`src/design/sfpl_pkg.sv`:
```
// ----------------------------------------------------------------------------
// sfpl_pkg
// Shared types, frame constants and digit decode for the scale frame parser.
// ----------------------------------------------------------------------------
package sfpl_pkg;

    localparam logic [7:0] FRAME_HEAD   = 8'h81;
    localparam logic [7:0] FRAME_SECOND = 8'h00;
    localparam logic [7:0] FRAME_TAIL   = 8'hAA;

    localparam int WEIGHT_W   = 7;
    localparam int S_DATA_W   = 8;
    localparam int M_DATA_W   = 16;
    localparam int QUEUE_DEPTH = 2;
    localparam int QUEUE_PTR_W = 1;
    localparam int QUEUE_CNT_W = 2;

    // Classified item passed from front to back
    typedef struct packed {
        logic                seen;
        logic [WEIGHT_W-1:0] whole;
        logic [WEIGHT_W-1:0] frac;
    } sfpl_item_t;

    // BCD digits read most significant first, stopping at the first nibble above 9
    function automatic logic [WEIGHT_W-1:0] decode_digits(input logic [7:0] b);
        logic [3:0]          hi;
        logic [3:0]          lo;
        logic [WEIGHT_W-1:0] hi_ext;
        logic [WEIGHT_W-1:0] lo_ext;
        hi     = b[7:4];
        lo     = b[3:0];
        hi_ext = {3'b000, hi};
        lo_ext = {3'b000, lo};
        if (hi == 4'd0) begin
            decode_digits = (lo <= 4'd9) ? lo_ext : '0;
        end else if (hi > 4'd9) begin
            decode_digits = '0;
        end else if (lo > 4'd9) begin
            decode_digits = hi_ext;
        end else begin
            decode_digits = (hi_ext << 3) + (hi_ext << 1) + lo_ext;
        end
    endfunction

endpackage

```
`src/design/sfpl_front.sv`:
```
// ----------------------------------------------------------------------------
// sfpl_front
// Byte window, frame match and BCD decode; emits one classified item per byte.
// ----------------------------------------------------------------------------
module sfpl_front
    import sfpl_pkg::*;
(
    input  logic                aclk,
    input  logic                aresetn,
    input  logic                in_valid,
    input  logic [S_DATA_W-1:0] in_byte,
    input  logic                q_full,
    output logic                in_ready,
    output logic                push,
    output sfpl_item_t          push_item
);

    logic [7:0] window_reg [4];
    logic [7:0] window_next [4];
    logic       match;

    assign in_ready = !q_full;
    assign push     = in_valid && !q_full;

    assign match = (window_reg[0] == FRAME_HEAD) && (window_reg[1] == FRAME_SECOND) &&
                   (in_byte == FRAME_TAIL);

    always_comb begin
        push_item.seen  = match;
        push_item.whole = match ? decode_digits(window_reg[2]) : '0;
        push_item.frac  = match ? decode_digits(window_reg[3]) : '0;
    end

    always_comb begin
        window_next[0] = window_reg[1];
        window_next[1] = window_reg[2];
        window_next[2] = window_reg[3];
        window_next[3] = in_byte;
    end

    always_ff @(posedge aclk) begin
        if (!aresetn) begin
            for (int i = 0; i < 4; i++) begin
                window_reg[i] <= '0;
            end
        end else if (push) begin
            window_reg <= window_next;
        end
    end

endmodule

```
`src/design/sfpl_queue.sv`:
```
// ----------------------------------------------------------------------------
// sfpl_queue
// Two-entry queue decoupling the classifier from the lock tracker.
// ----------------------------------------------------------------------------
module sfpl_queue
    import sfpl_pkg::*;
(
    input  logic       aclk,
    input  logic       aresetn,
    input  logic       push,
    input  sfpl_item_t push_item,
    input  logic       pop,
    output logic       full,
    output logic       avail,
    output sfpl_item_t pop_item
);

    sfpl_item_t             mem_reg [QUEUE_DEPTH];
    logic [QUEUE_PTR_W-1:0] wr_ptr_reg;
    logic [QUEUE_PTR_W-1:0] rd_ptr_reg;
    logic [QUEUE_CNT_W-1:0] count_reg;
    logic [QUEUE_CNT_W-1:0] count_next;

    assign full     = (count_reg == QUEUE_CNT_W'(QUEUE_DEPTH));
    assign avail    = (count_reg != '0);
    assign pop_item = mem_reg[rd_ptr_reg];

    always_comb begin
        count_next = count_reg;
        if (push && !pop) begin
            count_next = count_reg + 1'b1;
        end else if (pop && !push) begin
            count_next = count_reg - 1'b1;
        end
    end

    always_ff @(posedge aclk) begin
        if (push) begin
            mem_reg[wr_ptr_reg] <= push_item;
        end
    end

    always_ff @(posedge aclk) begin
        if (!aresetn) begin
            wr_ptr_reg <= '0;
            rd_ptr_reg <= '0;
            count_reg  <= '0;
        end else begin
            if (push) begin
                wr_ptr_reg <= wr_ptr_reg + 1'b1;
            end
            if (pop) begin
                rd_ptr_reg <= rd_ptr_reg + 1'b1;
            end
            count_reg <= count_next;
        end
    end

endmodule

```
`src/design/sfpl_back.sv`:
```
// ----------------------------------------------------------------------------
// sfpl_back
// Lock tracker and output register.
// The ring of recent measurements is tracked as the run length of identical
// trailing writes; the ring is uniform once that run covers every slot.
// ----------------------------------------------------------------------------
module sfpl_back
    import sfpl_pkg::*;
#(
    parameter int HISTORY_DEPTH = 10
)
(
    input  logic       aclk,
    input  logic       aresetn,
    input  logic       q_avail,
    input  sfpl_item_t q_item,
    output logic       pop,
    input  logic       out_ready,
    output logic       out_valid,
    output sfpl_item_t out_item,
    output logic       out_locked
);

    localparam int RUN_W = $clog2(HISTORY_DEPTH + 1);
    localparam logic [RUN_W-1:0] RUN_FULL = RUN_W'(HISTORY_DEPTH);

    logic [RUN_W-1:0]    run_reg;
    logic [RUN_W-1:0]    run_next;
    logic [WEIGHT_W-1:0] last_whole_reg;
    logic [WEIGHT_W-1:0] last_frac_reg;
    logic                out_valid_reg;
    sfpl_item_t          out_item_reg;
    logic                out_locked_reg;
    logic                same;
    logic                locked_next;

    assign pop        = q_avail && (!out_valid_reg || out_ready);
    assign out_valid  = out_valid_reg;
    assign out_item   = out_item_reg;
    assign out_locked = out_locked_reg;

    assign same = (q_item.whole == last_whole_reg) && (q_item.frac == last_frac_reg);

    always_comb begin
        run_next = run_reg;
        if (q_item.seen) begin
            if (!same) begin
                run_next = RUN_W'(1);
            end else if (run_reg != RUN_FULL) begin
                run_next = run_reg + 1'b1;
            end
        end
        locked_next = q_item.seen && (run_next == RUN_FULL) && (q_item.whole != '0);
    end

    always_ff @(posedge aclk) begin
        if (pop) begin
            out_item_reg   <= q_item;
            out_locked_reg <= locked_next;
        end
    end

    always_ff @(posedge aclk) begin
        if (!aresetn) begin
            out_valid_reg  <= 1'b0;
            run_reg        <= RUN_FULL;
            last_whole_reg <= '0;
            last_frac_reg  <= '0;
        end else begin
            if (pop) begin
                out_valid_reg <= 1'b1;
                run_reg       <= run_next;
                if (q_item.seen) begin
                    last_whole_reg <= q_item.whole;
                    last_frac_reg  <= q_item.frac;
                end
            end else if (out_ready) begin
                out_valid_reg <= 1'b0;
            end
        end
    end

`ifndef SYNTHESIS
    a_lock_needs_frame: assert property (@(posedge aclk) disable iff (!aresetn)
        out_valid_reg && out_locked_reg |-> out_item_reg.seen && out_item_reg.whole != '0)
        else $error("lock flagged without a frame or with zero weight");
    a_run_range: assert property (@(posedge aclk) disable iff (!aresetn)
        run_reg != '0 && run_reg <= RUN_FULL)
        else $error("run length out of range");
    a_no_frame_zero: assert property (@(posedge aclk) disable iff (!aresetn)
        out_valid_reg && !out_item_reg.seen |->
            out_item_reg.whole == '0 && out_item_reg.frac == '0 && !out_locked_reg)
        else $error("non-frame item carries data");
    a_new_value_resets_run: assert property (@(posedge aclk) disable iff (!aresetn)
        pop && q_item.seen && !same |=> run_reg == RUN_W'(1))
        else $error("run not restarted on a new measurement");
`endif

endmodule

```
`src/design/scale_frame_parse_and_lock.sv`:
```
// ----------------------------------------------------------------------------
// scale_frame_parse_and_lock
// Parses 81 00 W F AA frames from a scale byte stream and flags weight lock.
// Path: an accepted byte's result goes through the queue write, then the output
//   register, before it shows on m_tvalid.
// Throughput: one item per cycle; s_tready drops only when the two-entry
//   queue is full because the output register is held by m_tready low.
// Reset: aresetn (synchronous, active low) clears the byte window, the lock
//   run tracker (all slots taken as zero), the queue and the output valid.
// ----------------------------------------------------------------------------
module scale_frame_parse_and_lock
    import sfpl_pkg::*;
#(
    parameter int HISTORY_DEPTH = 10
)
(
    input  logic                aclk,
    input  logic                aresetn,
    input  logic                s_tvalid,
    output logic                s_tready,
    input  logic [S_DATA_W-1:0] s_tdata,   // [7:0] rx_byte
    output logic                m_tvalid,
    input  logic                m_tready,
    output logic [M_DATA_W-1:0] m_tdata,   // [6:0] weight_whole, [13:7] weight_hundredths,
                                           // [14] weight_locked, [15] zero
    output logic                m_tuser    // [0] frame_seen
);

    logic       push;
    sfpl_item_t push_item;
    logic       q_full;
    logic       q_avail;
    logic       pop;
    sfpl_item_t q_item;
    sfpl_item_t out_item;
    logic       out_locked;

    sfpl_front u_front (
        .aclk      (aclk),
        .aresetn   (aresetn),
        .in_valid  (s_tvalid),
        .in_byte   (s_tdata),
        .q_full    (q_full),
        .in_ready  (s_tready),
        .push      (push),
        .push_item (push_item)
    );

    sfpl_queue u_queue (
        .aclk      (aclk),
        .aresetn   (aresetn),
        .push      (push),
        .push_item (push_item),
        .pop       (pop),
        .full      (q_full),
        .avail     (q_avail),
        .pop_item  (q_item)
    );

    sfpl_back #(
        .HISTORY_DEPTH (HISTORY_DEPTH)
    ) u_back (
        .aclk       (aclk),
        .aresetn    (aresetn),
        .q_avail    (q_avail),
        .q_item     (q_item),
        .pop        (pop),
        .out_ready  (m_tready),
        .out_valid  (m_tvalid),
        .out_item   (out_item),
        .out_locked (out_locked)
    );

    assign m_tdata = {1'b0, out_locked, out_item.frac, out_item.whole};
    assign m_tuser = out_item.seen;

endmodule
```
`config.mk`:
```
export PLATFORM = sky130hd
export DESIGN_NAME = scale_frame_parse_and_lock
export DESIGN_NICKNAME = d
export VERILOG_FILES = /design/src/design/sfpl_pkg.sv /design/src/design/sfpl_front.sv /design/src/design/sfpl_queue.sv /design/src/design/sfpl_back.sv /design/src/design/scale_frame_parse_and_lock.sv
export SDC_FILE = /design/constraint.sdc
export NUM_CORES = 1
export LEC_CHECK = 0
export BUFFER_PORTS_ARGS = -buffer_cell sky130_fd_sc_hd__buf_2
export CAP_MARGIN = 25
export CORE_MARGIN = 8
export CORE_UTILIZATION = 55
export DETAILED_ROUTE_END_ITERATION = 12
export GPL_ROUTABILITY_DRIVEN = 1
export PLACE_DENSITY_LB_ADDON = 0.3
export SKIP_LAST_GASP = 1
export SLEW_MARGIN = 40
export SYNTH_ARGS = -nofsm -noshare
export SYNTH_HDL_FRONTEND = slang
export SYNTH_SLANG_ARGS = --single-unit
```
`constraint.sdc`:
```
create_clock -name aclk -period 2.98 [get_ports aclk]
set_clock_uncertainty 0.05 [all_clocks]
set_input_delay 0.149 -clock aclk [delete_from_list [all_inputs] [get_ports aclk]]
set_output_delay 0.149 -clock aclk [all_outputs]
set_load 0.05 [all_outputs]
```
# After elaboration in Yosys (flattened, before gate mapping)
# Memory sizes are Yosys's and may differ from the RTL's. A register that Yosys moved wholly into a read port is not among the register bits.
# Cells that the tools add are included.
[totals] ff_bits=71 out_inout_bits=19 memories=1 mem_bits_rw=30
[mem_list] name="u_queue.mem_reg" words=2 word_bits=15 read_ports=1 rd_ports_with_merged_regs=1 wr=1 line="sfpl_queue.sv:18" rtl="sfpl_item_t mem_reg [QUEUE_DEPTH];"
[classes] add_sub_neg=9 n_lt_le_gt_ge=6 n_reduce_logical=22 mux=21 eq_ne=7
[op_table] op="two-way mux 7 bit" count=8
[op_table] op="two-way mux 4 bit" count=5
[op_table] op="== test 8 bit (second input constant)" count=2
[op_table] op="> comparator 4 bit (second input constant)" count=4
[op_table] op="adder 7 x 4 -> 7 bit" count=2
[op_table] op="adder 7 x 5 -> 7 bit" count=2
[op_table] op="== test 7 bit" count=2
[op_table] op="logical AND 1 bit" count=9
[op_table] op="less-or-equal comparator 4 bit (second input constant)" count=2
[op_table] op="logical NOT 4 bit" count=2
[op_table] op="logical NOT 8 bit" count=1
[op_table] op="nonzero test 7 bit" count=1
[op_table] op="two-way mux 1 bit" count=6
[op_table] op="nonzero test 2 bit" count=3
[op_table] op="adder 4 x 1 -> 4 bit (second input constant)" count=1
[op_table] op="== test 4 bit (second input constant)" count=1
[op_table] op="logical NOT 1 bit" count=4
[op_table] op="two-way mux 2 bit" count=2
[op_table] op="inequality test 4 bit (second input constant)" count=1
[op_table] op="adder 1 bit (second input constant)" count=2
[op_table] op="adder 2 x 1 -> 2 bit (second input constant)" count=1
[op_table] op="== test 2 bit (second input constant)" count=1
[op_table] op="AND reduction 2 bit" count=1
[op_table] op="subtractor 2 x 1 -> 2 bit (second input constant)" count=1
[op_table] op="logical OR 1 bit" count=1

# Logic depth before layout (Yosys ltp)
[logic_depth] word_depth=7 mapped_depth=9

# Cells and area by module
# From an unflattened synthesis, not the netlist that was laid out.
[hier_totals] cells_unflattened=448 area_unflattened_um2=4834.6
[by_module_without_submodules] mod="sfpl_front" cells_per_inst=254 area_per_inst_um2=2000.7 seq_area_each_um2=640.6 instances=1
[by_module_without_submodules] mod="sfpl_back" cells_per_inst=122 area_per_inst_um2=1511.4 seq_area_each_um2=860.8 instances=1
[by_module_without_submodules] mod="sfpl_queue" cells_per_inst=69 area_per_inst_um2=1303.8 seq_area_each_um2=1001.0 instances=1
[by_module_without_submodules] mod="scale_frame_parse_and_lock" cells_per_inst=3 area_per_inst_um2=18.8 seq_area_each_um2=0.0 instances=1

# Worst setup path after synthesis
# Ideal clock, no wire load.
[synth_timing] kind="reg-to-reg" from="register u_back.out_valid_reg, in the netlist u_back.out_valid" to="register u_back.last_frac_reg[2]" period_less_slack_ps=2667 setup_ps=116 t_arrival_ps=2501 setup_slack_ps=313 stages_incl_launch_ff=8 n_path_buf=2 cell_sequence="dfxtp_1 > nor2b_1 > nor2_1 > and2_1 > buf_2 > buf_2 > mux2i_1 > nor2b_1"
[synth_via] elab_chain_cells=4
[synth_lines] item="start, declared" line="sfpl_back.sv:31" rtl="logic out_valid_reg;"
[synth_lines] item="start signal, assigned" line="sfpl_back.sv:65" rtl="out_valid_reg <= 1'b0;"
[synth_lines] item="start signal, assigned" line="sfpl_back.sv:71" rtl="out_valid_reg <= 1'b1;"
[synth_lines] item="start signal, assigned" line="sfpl_back.sv:78" rtl="out_valid_reg <= 1'b0;"
[synth_lines] item="logical NOT 1 bit" line="sfpl_back.sv:37" rtl="assign pop = q_avail && (!out_valid_reg || out_ready);"
[synth_lines] item="logical OR 1 bit" line="sfpl_back.sv:37"
[synth_lines] item="logical AND 1 bit" line="sfpl_back.sv:37"
[synth_lines] item="net pop" line="scale_frame_parse_and_lock.sv:33" rtl="logic pop;"
[synth_lines] item="AND reduction 2 bit (no line)"
[synth_lines] item="end signal, assigned" line="sfpl_back.sv:75" rtl="last_frac_reg <= q_item.frac;"
[synth_lines] item="end, declared" line="sfpl_back.sv:30" rtl="logic [WEIGHT_W-1:0] last_frac_reg;"
# The timed path passes the listed nets, and every way through them passes these cells.
# A chain may end at the register's enable or synchronous reset.

==> impl_metrics.ini <==
[run_status]
status = completed

[clocking]
clock_latency_ns = 0.37
cts_buffer_depth = 2
numCtsBuffers = 9
htree_levels = 3
cts.sinks = 102
clockRootBuffer = clkbuf_8
path_clk_slew_ns = 0.10
cts_setup_buffers = 0
tritoncts = done

[timing]
hold_viol = 0
finalWorstSetupSlack_ns = 0.431
fin_crit_sh = 0.855
worst_slew_margin_rel = 0.546
hold_ws_ns = 0.0382
slew_viol_final = 0
setup_viol = 0
fmax_mhz = 392
tns_ns = 0
rsz0062_at_grt = no
worst_slew_pin_slew_ns = 0.682
post-route-min-period_ns = 2.55

[logic_synthesis]
synth_cells = 454
synth.avg_cell_area_um2 = 10.6
synth_ff_type = dfxtp_1
synth_enable_flop_cells = 46
synth.area.top_cells = edfxtp_1, dfxtp_1, nand2_1, a21boi_0, ha_1
synth_nets = 487
synth_seq_cells = 102
yosys_warnings = 0
ys_seq_area_frac = 0.522
netlist.area_leader.share = 0.288
syn-cell-area_um2 = 4800
synthArstFlopShare = 0
synth_cell_types = 50
yosys.area.top_type = edfxtp_1

[power_and_ir_drop]
vdd_drop_max_mv = 0.373
p_sw_uw = 1660
p_comb_frac = 0.346
internal-power_uw = 2690
clkPwrFrac = 0.205
p_per_area_nw_per_um2 = 822
p_leak_uw = 0.00215
swShare = 0.382
p_seq_frac = 0.449

[worst_setup_path]
r2r_slack_ns = 0.43
path_cells = inv_1 > fa_1 > fa_1 > nand2_1 > a22oi_1 > nor3_1 > a31oi_1 > nor2_1
slowest_stage = fa_1
cp_data_arrival_time_ns = 2.61
crit_fanout = 7
end_kind = register
crit_buf_inv = 1
crit_required_ns = 3.04
critPathMaxStageDelay_ns = 0.58
critPathTopFamily = adder cells
cp_common_cell = fa_1
start_kind = register
critPathKind = register to register

[routing]
drt_iter0_markers = 143
finalWirelength_um = 9190
drc_errors = 0
wl_per_cell_um = 15.3
firstDrtPassIters = 4
postRouteAntennaNets = 0
via_per_inst = 5.43
vias = 3256

[place]
dp_worst_setup_slack_ns = 0.442
port_buffers = 29
gp_congestion = 0.831
dpl.hpwl_um = 6650

[floorplan]
core-area_um2 = 8590
initial_core_util = 0.558
num_rows = 34
dieArea_um2 = 12000
pin_count = 31
die_h_um = 109
die_w_um = 109

[grt]
grt_max_degree = 57
grt_pass1_wl_um = 15200
grt_pass1_vias = 3245
grt_overflow = 0
grt_usage = 0.162
antenna_found_initial = 0

[cells_and_area]
final_common_cell = nand2_1
largest_reg_flops = 30
antenna_cells = 0
nNetsFinal = 520
area_delta_synth_final_pct = 10.3
fill_cells = 707
layout_common_cells = nand2_1, dfxtp_1, edfxtp_1
drive_above_1_share = 0.140

[worst_hold_path]
hold_path_class = input pin to register

[run]
drv_cap = 0
[worst min-delay path: cells and delay by family]
family	cells	cell delay, ns
buffers and inverters	1	0.11
AOI/OAI and AO/OA	1	0.09
and+or+nand+nor	1	0.06
[power groups by stage]
stage	clock, uW	combinational, uW	sequential [uW]
2_1_floorplan	0	857	2300
3_3_place_gp	0	1470	1970
3_5_place_dp	0	1510	1990
4_1_cts	913	1520	1950
5_1_grt	968	1620	1990
6_report	893	1500	1950
[what timing repair did]
item,in CTS,in global routing
hold buffers,6,0
hold endpoints to repair,6,0
resized for setup,0,0
[path summary, 6_finish.rpt]
kind	startpoint	to	cells after the start
min	s_tdata[6]	u_front.window_next[14]	3
min reg2reg	u_front.window_reg[24]	u_front.window_reg[24]	2
max reg2reg	u_front.window_next[20]	u_queue.mem_reg[1][10]	8
max	u_front.window_next[20]	u_queue.mem_reg[1][10]	8
[through the flow]
step / total power (uW) / cell area (um^2) / cells / util
floorplan: 3160 / 4800 / 454 / -
global placement: 3440 / 5020 / 578 / 0.585
detailed placement: 3490 / 5020 / 578 / 0.585
CTS: 4390 / 5290 / 600 / 0.615
global route: 4570 / 5290 / 600 / 0.616
finish: 4350 / 5290 / 600 / 0.616
[cells in the mapped netlist (3+ instances only)]
| cell | number |
|---|---|
| a21boi_0 | 34 |
| a21o_1 | 4 |
| a21oi_1 | 15 |
| and2_1 | 5 |
| clkbuf_1 | 13 |
| dfxtp_1 | 56 |
| edfxtp_1 | 46 |
| fa_1 | 4 |
| ha_1 | 17 |
| inv_1 | 24 |
| mux2_2 | 8 |
| mux2_4 | 3 |
| mux2i_1 | 15 |
| nand2_1 | 79 |
| nand3_1 | 3 |
| nand4_1 | 4 |
| nor2_1 | 29 |
| nor2b_1 | 12 |
| nor3_1 | 3 |
| nor4_1 | 7 |
| o211a_1 | 4 |
| o21ai_0 | 5 |
| or4_1 | 4 |
| xnor2_1 | 7 |
| xor2_1 | 18 |
[per-layer routing]
metal | part of all wire | up-vias | track usage | wire length, um
met4 | 0.026 | 0 | 0.0733 | 243
met2 | 0.53 | 73 | 0.294 | 4880
met1 | 0.40 | 1541 | 0.176 | 3690
li1 | - | 1620 | - | -
met3 | 0.041 | 22 | 0.0346 | 375
met5 | 0 | - | 0 | 0
[cells by family (layout without fill, tap and decap cells)]
| group | after synthesis | count (layout) | synth area share |
|---|---|---|---|
| AND/OR/NAND/NOR | 161 | 161 | 0.162 |
| flip-flops | 102 | 102 | 0.522 |
| AO/OA/AOI/OAI | 73 | 73 | 0.105 |
| buffers and inverters | 44 | 82 | 0.0415 |
| multiplexers | 27 | 27 | 0.0623 |
| XOR/XNOR | 25 | 25 | 0.0456 |
| adder cells (fa/ha/maj) | 21 | 21 | 0.0610 |
| other | 1 | 1 | 0.000782 |
[final cells by class]
type / instances / area, um^2 / area share
repair buffers: 42 / 260 / 0.0492
multi-input cells: 308 / 2100 / 0.397
clock buffers: 9 / 124 / 0.0234
inverters: 24 / 90.1 / 0.0170
clock inverters: 7 / 81.3 / 0.0154
well taps: 108 / 135 / 0.0255
flip-flops and latches: 102 / 2500 / 0.473
(Power assumes the default switching activity.)
